`config.mk`:
```
export PLATFORM = sky130hd
export DESIGN_NAME = compositing_tier_admission
export DESIGN_NICKNAME = d
export VERILOG_FILES = /design/src/hdl/cta_pkg.sv /design/src/hdl/cta_front.sv /design/src/hdl/cta_queue.sv /design/src/hdl/cta_back.sv /design/src/hdl/compositing_tier_admission.sv
export SDC_FILE = /design/constraint.sdc
export NUM_CORES = 2
export LEC_CHECK = 0
export ABC_AREA = 0
export BUFFER_PORTS_ARGS = -buffer_cell sky130_fd_sc_hd__buf_2
export CAP_MARGIN = 25
export CORE_UTILIZATION = 60
export CTS_BUF_LIST = sky130_fd_sc_hd__clkbuf_4 sky130_fd_sc_hd__clkbuf_8
export CTS_CLUSTER_SIZE = 10
export DETAILED_ROUTE_END_ITERATION = 6
export GPL_TIMING_DRIVEN = 0
export PLACE_DENSITY = 0.8
export SLEW_MARGIN = 15
export SYNTH_ARGS = -nofsm -noshare
export SYNTH_HDL_FRONTEND = slang
export SYNTH_HIERARCHICAL = 1
export SYNTH_SLANG_ARGS = --single-unit
```
`constraint.sdc`:
```
create_clock -name clk -period 6.1 [get_ports clk]
set_input_delay 1.22 -clock clk [delete_from_list [all_inputs] [get_ports clk]]
set_output_delay 1.22 -clock clk [all_outputs]
set_load 0.02 [all_outputs]
```
`src/hdl/cta_pkg.sv`:
```
// Shared types and constants for the compositing tier admission block.
// Used by every module in hdl/.
`default_nettype none

package cta_pkg;

	localparam int CTA_QUEUE_DEPTH = 2;

	localparam int CNT_W  = 16;
	localparam int SUM_W  = 48;
	localparam int PX_W   = 30;
	localparam int BY_W   = 38;
	localparam int IDX_W  = 3;
	localparam int BE_W   = 3;

	typedef enum logic [1:0] {
		TIER_DIRECT = 2'd0,
		TIER_BRUSH  = 2'd1,
		TIER_LAYER  = 2'd2,
		TIER_TARGET = 2'd3
	} cta_tier_t;

	typedef enum logic [1:0] {
		ERR_NONE    = 2'd0,
		ERR_EXTENT  = 2'd1,
		ERR_BACKEND = 2'd2,
		ERR_BUDGET  = 2'd3
	} cta_err_t;

	typedef enum logic [IDX_W-1:0] {
		REG_BACKEND      = 3'd0,
		REG_MAX_LAYERS   = 3'd1,
		REG_MAX_SURFACES = 3'd2,
		REG_MAX_PIXELS   = 3'd3,
		REG_MAX_BYTES    = 3'd4
	} cta_reg_t;

	typedef struct packed {
		logic [CNT_W-1:0] max_layers;
		logic [CNT_W-1:0] max_surfaces;
		logic [SUM_W-1:0] max_pixels;
		logic [SUM_W-1:0] max_bytes;
	} cta_budget_t;

	typedef struct packed {
		logic            first;
		logic            last;
		cta_tier_t       tier;
		cta_err_t        pre_err;
		logic [PX_W-1:0] px;
		logic [BY_W-1:0] by;
	} cta_entry_t;

	typedef struct packed {
		cta_err_t  first_error;
		logic      plan_ok;
		cta_err_t  error_code;
		logic      accepted;
		cta_tier_t tier;
	} cta_result_t;

endpackage

`default_nettype wire

```
`src/hdl/cta_front.sv`:
```
// Front end: classifies a request into a tier, runs backend and extent checks,
// forms pixel and byte counts. Depends on cta_pkg.
`default_nettype none

module cta_front
	import cta_pkg::*;
(
	input  wire logic             clk,
	input  wire logic             arst_n,
	input  wire logic [BE_W-1:0]  backend_available,
	input  wire logic             in_valid,
	output logic                  in_ready,
	input  wire logic             first_of_plan,
	input  wire logic [3:0]       requirement_flags,
	input  wire logic [15:0]      extent_x,
	input  wire logic [15:0]      extent_y,
	input  wire logic [7:0]       bytes_per_pixel,
	input  wire logic             last_of_plan,
	output logic                  out_valid,
	input  wire logic             out_ready,
	output cta_entry_t            out_entry
);

	cta_tier_t       tier_c;
	cta_err_t        err_c;
	logic            be_ok_c;
	logic            bad_extent_c;
	logic [PX_W-1:0] px_c;

	logic            valid_s1;
	logic            first_s1;
	logic            last_s1;
	cta_tier_t       tier_s1;
	cta_err_t        err_s1;
	logic [PX_W-1:0] px_s1;
	logic [7:0]      bpp_s1;

	always_comb begin
		if (|requirement_flags[1:0]) begin
			tier_c = TIER_TARGET;
		end else if (requirement_flags[2]) begin
			tier_c = TIER_LAYER;
		end else if (requirement_flags[3]) begin
			tier_c = TIER_BRUSH;
		end else begin
			tier_c = TIER_DIRECT;
		end
	end

	always_comb begin
		unique case (tier_c)
			TIER_BRUSH:  be_ok_c = backend_available[0];
			TIER_LAYER:  be_ok_c = backend_available[1];
			TIER_TARGET: be_ok_c = backend_available[2];
			default:     be_ok_c = 1'b1;
		endcase
	end

	assign bad_extent_c = extent_x[15] || (extent_x == 16'd0) ||
	                      extent_y[15] || (extent_y == 16'd0) ||
	                      (bytes_per_pixel == 8'd0);

	always_comb begin
		if (!be_ok_c) begin
			err_c = ERR_BACKEND;
		end else if ((tier_c == TIER_LAYER || tier_c == TIER_TARGET) && bad_extent_c) begin
			err_c = ERR_EXTENT;
		end else begin
			err_c = ERR_NONE;
		end
	end

	assign px_c = PX_W'(extent_x[14:0]) * PX_W'(extent_y[14:0]);

	assign in_ready  = !valid_s1 || out_ready;
	assign out_valid = valid_s1;

	always_ff @(posedge clk or negedge arst_n) begin
		if (!arst_n) begin
			valid_s1 <= 1'b0;
		end else if (in_ready) begin
			valid_s1 <= in_valid;
		end
	end

	always_ff @(posedge clk) begin
		if (in_ready && in_valid) begin
			first_s1 <= first_of_plan;
			last_s1  <= last_of_plan;
			tier_s1  <= tier_c;
			err_s1   <= err_c;
			px_s1    <= px_c;
			bpp_s1   <= bytes_per_pixel;
		end
	end

	always_comb begin
		out_entry.first   = first_s1;
		out_entry.last    = last_s1;
		out_entry.tier    = tier_s1;
		out_entry.pre_err = err_s1;
		out_entry.px      = px_s1;
		out_entry.by      = BY_W'(px_s1) * BY_W'(bpp_s1);
	end

endmodule

`default_nettype wire

```
`src/hdl/cta_queue.sv`:
```
// Short queue between the front end and the budget stage.
// Depends on cta_pkg for the entry type.
`default_nettype none

module cta_queue
	import cta_pkg::*;
#(
	parameter int DEPTH = CTA_QUEUE_DEPTH
) (
	input  wire logic       clk,
	input  wire logic       arst_n,
	input  wire logic       push_valid,
	output logic            push_ready,
	input  wire cta_entry_t push_data,
	output logic            pop_valid,
	input  wire logic       pop_ready,
	output cta_entry_t      pop_data
);

	localparam int PTR_W = (DEPTH > 1) ? $clog2(DEPTH) : 1;
	localparam int CNT_QW = $clog2(DEPTH + 1);

	cta_entry_t        mem_q [DEPTH];
	logic [PTR_W-1:0]  wr_ptr_q;
	logic [PTR_W-1:0]  rd_ptr_q;
	logic [CNT_QW-1:0] count_q;
	logic              push;
	logic              pop;

	assign push_ready = (count_q != CNT_QW'(DEPTH));
	assign pop_valid  = (count_q != '0);
	assign push       = push_valid && push_ready;
	assign pop        = pop_valid && pop_ready;
	assign pop_data   = mem_q[rd_ptr_q];

	always_ff @(posedge clk or negedge arst_n) begin
		if (!arst_n) begin
			wr_ptr_q <= '0;
			rd_ptr_q <= '0;
			count_q  <= '0;
		end else begin
			if (push) begin
				wr_ptr_q <= (wr_ptr_q == PTR_W'(DEPTH - 1)) ? '0 : wr_ptr_q + 1'b1;
			end
			if (pop) begin
				rd_ptr_q <= (rd_ptr_q == PTR_W'(DEPTH - 1)) ? '0 : rd_ptr_q + 1'b1;
			end
			if (push && !pop) begin
				count_q <= count_q + 1'b1;
			end else if (pop && !push) begin
				count_q <= count_q - 1'b1;
			end
		end
	end

	always_ff @(posedge clk) begin
		if (push) begin
			mem_q[wr_ptr_q] <= push_data;
		end
	end

endmodule

`default_nettype wire

```
`src/hdl/cta_back.sv`:
```
// Back end: checks budgets against reserved usage, commits usage and plan
// status, holds the result register. Depends on cta_pkg.
`default_nettype none

module cta_back
	import cta_pkg::*;
(
	input  wire logic        clk,
	input  wire logic        arst_n,
	input  wire cta_budget_t budget,
	input  wire logic        pop_valid,
	output logic             pop_ready,
	input  wire cta_entry_t  pop_data,
	output logic             res_valid,
	input  wire logic        res_ready,
	output cta_result_t      res_data,
	output logic             res_last
);

	typedef enum logic [1:0] {
		ST_LOAD = 2'b01,
		ST_EVAL = 2'b10
	} cta_back_state_t;

	cta_back_state_t  state_q;
	cta_entry_t       ent_q;
	logic [SUM_W-1:0] hp_q;
	logic [SUM_W-1:0] hb_q;
	logic             layer_ok_q;
	logic             surf_ok_q;

	logic [CNT_W-1:0] res_l_q;
	logic [CNT_W-1:0] res_s_q;
	logic [SUM_W-1:0] res_p_q;
	logic [SUM_W-1:0] res_b_q;
	cta_err_t         fes_q;

	logic             out_valid_q;
	cta_result_t      out_q;
	logic             out_last_q;

	logic [CNT_W-1:0] eff_l;
	logic [CNT_W-1:0] eff_s;
	logic [SUM_W-1:0] eff_p;
	logic [SUM_W-1:0] eff_b;
	logic [SUM_W:0]   diff_p;
	logic [SUM_W:0]   diff_b;

	logic             load;
	logic             finish;
	logic             big_tier;
	logic             over;
	cta_err_t         err_c;
	cta_err_t         fes_next;

	assign pop_ready = (state_q == ST_LOAD);
	assign load      = pop_ready && pop_valid;
	assign finish    = (state_q == ST_EVAL) && (!out_valid_q || res_ready);

	assign eff_l  = pop_data.first ? '0 : res_l_q;
	assign eff_s  = pop_data.first ? '0 : res_s_q;
	assign eff_p  = pop_data.first ? '0 : res_p_q;
	assign eff_b  = pop_data.first ? '0 : res_b_q;
	assign diff_p = {1'b0, budget.max_pixels} - {1'b0, eff_p};
	assign diff_b = {1'b0, budget.max_bytes} - {1'b0, eff_b};

	assign big_tier = (ent_q.tier == TIER_LAYER) || (ent_q.tier == TIER_TARGET);
	assign over     = !layer_ok_q || !surf_ok_q ||
	                  (SUM_W'(ent_q.px) > hp_q) ||
	                  (SUM_W'(ent_q.by) > hb_q);

	always_comb begin
		if (ent_q.pre_err != ERR_NONE) begin
			err_c = ent_q.pre_err;
		end else if (big_tier && over) begin
			err_c = ERR_BUDGET;
		end else begin
			err_c = ERR_NONE;
		end
	end

	assign fes_next = (fes_q == ERR_NONE) ? err_c : fes_q;

	always_ff @(posedge clk or negedge arst_n) begin
		if (!arst_n) begin
			state_q     <= ST_LOAD;
			res_l_q     <= '0;
			res_s_q     <= '0;
			res_p_q     <= '0;
			res_b_q     <= '0;
			fes_q       <= ERR_NONE;
			out_valid_q <= 1'b0;
		end else begin
			if (finish) begin
				out_valid_q <= 1'b1;
			end else if (res_ready) begin
				out_valid_q <= 1'b0;
			end
			unique case (state_q)
				ST_LOAD: begin
					if (load) begin
						if (pop_data.first) begin
							res_l_q <= '0;
							res_s_q <= '0;
							res_p_q <= '0;
							res_b_q <= '0;
							fes_q   <= ERR_NONE;
						end
						state_q <= ST_EVAL;
					end
				end
				ST_EVAL: begin
					if (finish) begin
						if (big_tier && err_c == ERR_NONE) begin
							res_l_q <= res_l_q + CNT_W'(ent_q.tier == TIER_LAYER);
							res_s_q <= res_s_q + CNT_W'(ent_q.tier == TIER_TARGET);
							res_p_q <= res_p_q + SUM_W'(ent_q.px);
							res_b_q <= res_b_q + SUM_W'(ent_q.by);
						end
						fes_q   <= fes_next;
						state_q <= ST_LOAD;
					end
				end
				default: begin
					state_q <= ST_LOAD;
				end
			endcase
		end
	end

	always_ff @(posedge clk) begin
		if (load) begin
			ent_q      <= pop_data;
			hp_q       <= diff_p[SUM_W] ? '0 : diff_p[SUM_W-1:0];
			hb_q       <= diff_b[SUM_W] ? '0 : diff_b[SUM_W-1:0];
			layer_ok_q <= (pop_data.tier == TIER_LAYER) ? (eff_l < budget.max_layers) :
			              (eff_l <= budget.max_layers);
			surf_ok_q  <= (pop_data.tier == TIER_TARGET) ? (eff_s < budget.max_surfaces) :
			              (eff_s <= budget.max_surfaces);
		end
		if (finish) begin
			out_q.tier        <= ent_q.tier;
			out_q.accepted    <= (err_c == ERR_NONE);
			out_q.error_code  <= err_c;
			out_q.plan_ok     <= (fes_next == ERR_NONE);
			out_q.first_error <= fes_next;
			out_last_q        <= ent_q.last;
		end
	end

	assign res_valid = out_valid_q;
	assign res_data  = out_q;
	assign res_last  = out_last_q;

endmodule

`default_nettype wire

```
`src/hdl/compositing_tier_admission.sv`:
```
// Top level of the compositing tier admission block: configuration registers,
// front end, queue and budget back end. Depends on cta_pkg and all hdl/ modules.
//
// Channel   Dir  Handshake          Payload
// s_*       in   s_tvalid/s_tready  s_tdata, s_tuser, s_tlast (one request)
// m_*       out  m_tvalid/m_tready  m_tdata, m_tlast (one result per request)
// cfg_*     in   cfg_valid/cfg_ready cfg_index, cfg_data (register write)
//
// The front end takes a request every cycle until the queue is full.
// The back end handles one request at a time: it loads the headroom, then
// compares and commits reserved usage before it takes the next request.
// Each request is registered in the front end, the queue and the back end in turn.
// Reset clears configuration, reserved usage and plan status.
// A stalled m_tready holds the result; the queue then fills and s_tready drops.
`default_nettype none

module compositing_tier_admission
	import cta_pkg::*;
#(
	parameter int QUEUE_DEPTH = CTA_QUEUE_DEPTH
) (
	input  wire logic             clk,
	input  wire logic             arst_n,
	input  wire logic             s_tvalid,
	output logic                  s_tready,
	// [3:0] requirement_flags, [19:4] extent_x, [35:20] extent_y,
	// [43:36] bytes_per_pixel, [47:44] zero
	input  wire logic [47:0]      s_tdata,
	// [0] first_of_plan
	input  wire logic             s_tuser,
	input  wire logic             s_tlast,
	output logic                  m_tvalid,
	input  wire logic             m_tready,
	// [1:0] tier, [2] accepted, [4:3] error_code, [5] plan_ok, [7:6] first_error
	output logic [7:0]            m_tdata,
	output logic                  m_tlast,
	input  wire logic             cfg_valid,
	output logic                  cfg_ready,
	input  wire logic [IDX_W-1:0] cfg_index,
	input  wire logic [SUM_W-1:0] cfg_data
);

	logic [BE_W-1:0] backend_q;
	cta_budget_t     budget_q;

	logic            fr_valid;
	logic            fr_ready;
	cta_entry_t      fr_entry;
	logic            q_valid;
	logic            q_ready;
	cta_entry_t      q_entry;
	cta_result_t     res;

	assign cfg_ready = 1'b1;

	always_ff @(posedge clk or negedge arst_n) begin
		if (!arst_n) begin
			backend_q <= '0;
			budget_q  <= '0;
		end else if (cfg_valid) begin
			unique case (cfg_index)
				REG_BACKEND:      backend_q             <= cfg_data[BE_W-1:0];
				REG_MAX_LAYERS:   budget_q.max_layers   <= cfg_data[CNT_W-1:0];
				REG_MAX_SURFACES: budget_q.max_surfaces <= cfg_data[CNT_W-1:0];
				REG_MAX_PIXELS:   budget_q.max_pixels   <= cfg_data;
				REG_MAX_BYTES:    budget_q.max_bytes    <= cfg_data;
				default: ;
			endcase
		end
	end

	cta_front u_front (
		.clk               (clk),
		.arst_n            (arst_n),
		.backend_available (backend_q),
		.in_valid          (s_tvalid),
		.in_ready          (s_tready),
		.first_of_plan     (s_tuser),
		.requirement_flags (s_tdata[3:0]),
		.extent_x          (s_tdata[19:4]),
		.extent_y          (s_tdata[35:20]),
		.bytes_per_pixel   (s_tdata[43:36]),
		.last_of_plan      (s_tlast),
		.out_valid         (fr_valid),
		.out_ready         (fr_ready),
		.out_entry         (fr_entry)
	);

	cta_queue #(
		.DEPTH (QUEUE_DEPTH)
	) u_queue (
		.clk        (clk),
		.arst_n     (arst_n),
		.push_valid (fr_valid),
		.push_ready (fr_ready),
		.push_data  (fr_entry),
		.pop_valid  (q_valid),
		.pop_ready  (q_ready),
		.pop_data   (q_entry)
	);

	cta_back u_back (
		.clk       (clk),
		.arst_n    (arst_n),
		.budget    (budget_q),
		.pop_valid (q_valid),
		.pop_ready (q_ready),
		.pop_data  (q_entry),
		.res_valid (m_tvalid),
		.res_ready (m_tready),
		.res_data  (res),
		.res_last  (m_tlast)
	);

	assign m_tdata = res;

	a_accept_no_err: assert property (@(posedge clk) disable iff (!arst_n)
		m_tvalid |-> (res.accepted == (res.error_code == ERR_NONE)))
		else $error("accepted flag disagrees with error code");

	a_plan_ok_first_err: assert property (@(posedge clk) disable iff (!arst_n)
		m_tvalid |-> (res.plan_ok == (res.first_error == ERR_NONE)))
		else $error("plan status disagrees with first error");

	a_reject_sets_first: assert property (@(posedge clk) disable iff (!arst_n)
		(m_tvalid && !res.accepted) |-> (res.first_error != ERR_NONE))
		else $error("rejection left first error clear");

	a_direct_always_ok: assert property (@(posedge clk) disable iff (!arst_n)
		(m_tvalid && res.tier == TIER_DIRECT) |-> res.accepted)
		else $error("direct paint request rejected");

endmodule

`default_nettype wire

```
==> flow_metrics.tcl <==
set metrics [dict create \
    max_freq_ghz 0.1644 \
    rsz0062_at_grt "true" \
    drtIter0Drc 3533 \
    synth_flop_cell "edfxtp_1" \
    synth-edff-count 372 \
    pre_cts_ws_ps -1001 \
    grt_max_degree 103 \
    run_status "completed" \
    first_global_vias 39394 \
    drv_cap 0 \
    syn_nets 5923 \
    hold_path_class "in -> async" \
    setup_slack_ps 17.37 \
    cts.path.max_buffers 3 \
    finalNetCount 6149 \
    drt-met1-wl_um 56390 \
    grt_pass1_wl_um 217900 \
    drt_pass1_iterations 6 \
    synth_common_cells "550 x inv_1, 421 x ha_1, 421 x nand2_1" \
    die_area_um2 87670 \
    via_per_inst 6.011 \
    wl_per_cell_um 21.52 \
    ant_nets 0 \
    start_util_pct 60.76 \
    areaGrowthSynthToFinish_pct 9.535 \
    grt-ovfl-total 0 \
    min_period_over_period_pct 99.72 \
    worst_pin_slew_ps 1181 \
    ys.warnings.count 6 \
    gp_congestion 0.9594 \
    wl_met3_um 12400 \
    hpwl_um 108100 \
    syn_area_um2 51900 \
    finClkSkew_ps 69.95 \
    hold_violations 0 \
    cts_tree "done" \
    worstRegToRegCells 18 \
    cp.required_ps 6590 \
    critical_path_class "in -> reg" \
    yosys-top-cells-area "edfxtp_1 22%, fa_1 13%, dfrtp_1 13%, ha_1 10%, inv_1 4.0%" \
    drc 0 \
    numPortBuffers 112 \
    start_kind "input pin" \
    yosysMostFrequentCell "inv_1" \
    arrival_ps 6570 \
    grtUsageTotal_pct 32.47 \
    die_x_um 296.1 \
    vias 39203 \
    yosys.area.top_type "edfxtp_1" \
    setup_viol 0 \
    drt_wl_total_um 140300 \
    cts_root_buf "clkbuf_8" \
    io_pins 118 \
    cts_htree_levels 3 \
    max_slew_margin_pct 21.26 \
    design_area_um2 56840 \
    wl_met2_um 63810 \
    top_layer "met5" \
    die-height_um 296.1 \
    async_flop_share_pct 41.97 \
    rows 107 \
    drive_above_1_share_pct 13.01 \
    clk_pin_slew_worst_paths_ps 70 \
    ys_seq_area_share_pct 34.50 \
    ys_types 109 \
    coreArea_um2 85410 \
    syn_avg_cell_area_um2 10.26 \
    slew_violations 0 \
    nFillCells 6582 \
    grt_antenna_before_repair 5 \
    worst_setup_path_end_kind "flip-flop" \
    cts_made_buffers 107 \
    min_period_ps 6083 \
    syn_inst 5057 \
    synth.top_cell.area_share_pct 21.53 \
    clock_sinks 641 \
    dpl_cell_area_um2 54320 \
    clock_latency_ps 780 \
    path_max_fanout 16 \
    synth_seq_cells 641 \
]
==> layer usage <==
metal | up-vias | GRT usage (%)
met4 | 6 | 17.29
li1 | 17881 | -
met5 | - | 0
met3 | 350 | 6.573
met1 | 19237 | 42.17
met2 | 1729 | 51.29
==> final timing paths <==
path                                        endpoint  slack (ps)              start
min in group clk                u_queue/mem_q[0][69]         440  u_front/err_s1[1]
worst min-delay path              u_back/res_p_q[41]         430             arst_n
worst min register to register  u_queue/mem_q[0][69]         440  u_front/err_s1[1]
worst max register to register        u_back/hp_q[1]         300   u_queue/rd_ptr_q
worst max-delay path               u_front/px_s1[29]          20         s_tdata[9]
max in group asynchronous               budget_q[27]        4250             arst_n
==> critical path, stage by stage <==
cell and delay (ps):
buf_2 220, and2_1 210, fa_1 480, inv_1 60, fa_1 530, inv_1 50, fa_1 470, inv_1 50
fa_1 480, inv_1 50, fa_1 480, inv_1 50, fa_1 540, inv_2 60, ha_4 240, a21oi_4 190
o21ai_2 70, a31oi_1 200, o211ai_2 160, o31ai_2 320, nand3_1 140, a31oi_2 220, xnor2_1 80
==> flip-flops by register name, summed over array words and instances (netlist names), 3 cells and up <==
register         cells
u_queue/mem_q      148
u_back/res_b_q      48
u_back/ent_q        73
u_back/hp_q         48
u_back/res_data      8
u_front/px_s1       30
budget_q           128
u_back/hb_q         48
u_back/res_l_q      16
u_front/bpp_s1       8
backend_q            3
u_back/res_s_q      16
u_back/res_p_q      48
==> stage by stage <==
stage	util, %	std cells	setup TNS (ps)	hold slack [ps]
floorplan	-	5057	-453.8	400.3
global placement	63.28	6313	-405310	422.2
detailed placement	63.59	6322	-12380	431.9
CTS	66.38	6513	0	397.2
global route	66.54	6517	-170.6	456.7
finish	66.55	6522	0	428.0
==> placed cells by master, fill, tap and decap left out, types with 22 or more instances in the layout <==
cell / Yosys / final
ha_1: 421 / 414
fa_1: 339 / 338
mux2_4: 110 / 110
o31ai_1: 31 / 30
nor2b_1: 74 / 74
mux2_2: 97 / 97
a21oi_1: 257 / 254
buf_4: 12 / 24
xor2_1: 82 / 82
o211ai_1: 29 / 29
inv_1: 550 / 549
a21o_1: 159 / 159
clkbuf_8: 0 / 119
clkinv_2: 0 / 22
nand3_1: 77 / 76
xnor2_1: 112 / 112
buf_2: 27 / 137
nor2_1: 216 / 215
edfxtp_1: 372 / 372
nand2b_1: 132 / 131
clkbuf_1: 132 / 102
and3_1: 44 / 42
clkbuf_4: 0 / 27
and2_1: 311 / 307
nor4_1: 23 / 23
nor3_1: 39 / 38
a211oi_1: 25 / 25
o21ai_0: 254 / 251
a31oi_1: 29 / 28
nand2_1: 421 / 421
dfrtp_1: 268 / 268
o21a_1: 35 / 35
nand4_1: 57 / 57
==> what timing repair did <==
item / in CTS / in global routing
cloned: 0 / 0
gates resized for setup: 7 / 51
setup buffers: 0 / 9
hold buffers: 0 / 0
pin swaps: 1 / 16
endpoints found under the setup margin: 6 / 31
==> cell type report <==
class / count / area, µm² / share of cell area, %
flip-flops and latches: 641 / 17900 / 31.50
diodes: 6 / 15.01 / 0.02641
clock buffers: 144 / 1819 / 3.200
multi-input cells: 3667 / 31170 / 54.84
clock inverters: 54 / 566.8 / 0.9971
repair buffers: 130 / 879.6 / 1.547
plain buffers: 186 / 989.7 / 1.741
well taps: 1144 / 1431 / 2.518
inverters: 550 / 2064 / 3.632
==> cells by family after synthesis <==
family	Yosys count	share of synthesized area, %
DFF	641	34.50
other	1	0.007226
and+or+nand+nor	1475	14.75
adders and majority gates	760	23.23
xor gates and xnor gates	194	3.274
AOI/OAI and AO/OA	1014	12.77
buffers and inverters	749	5.876
muxes	223	5.596
Power is left out: the tool's default activity adds up to more than one toggle a clock period on the data nets, which glitch-free logic cannot reach.
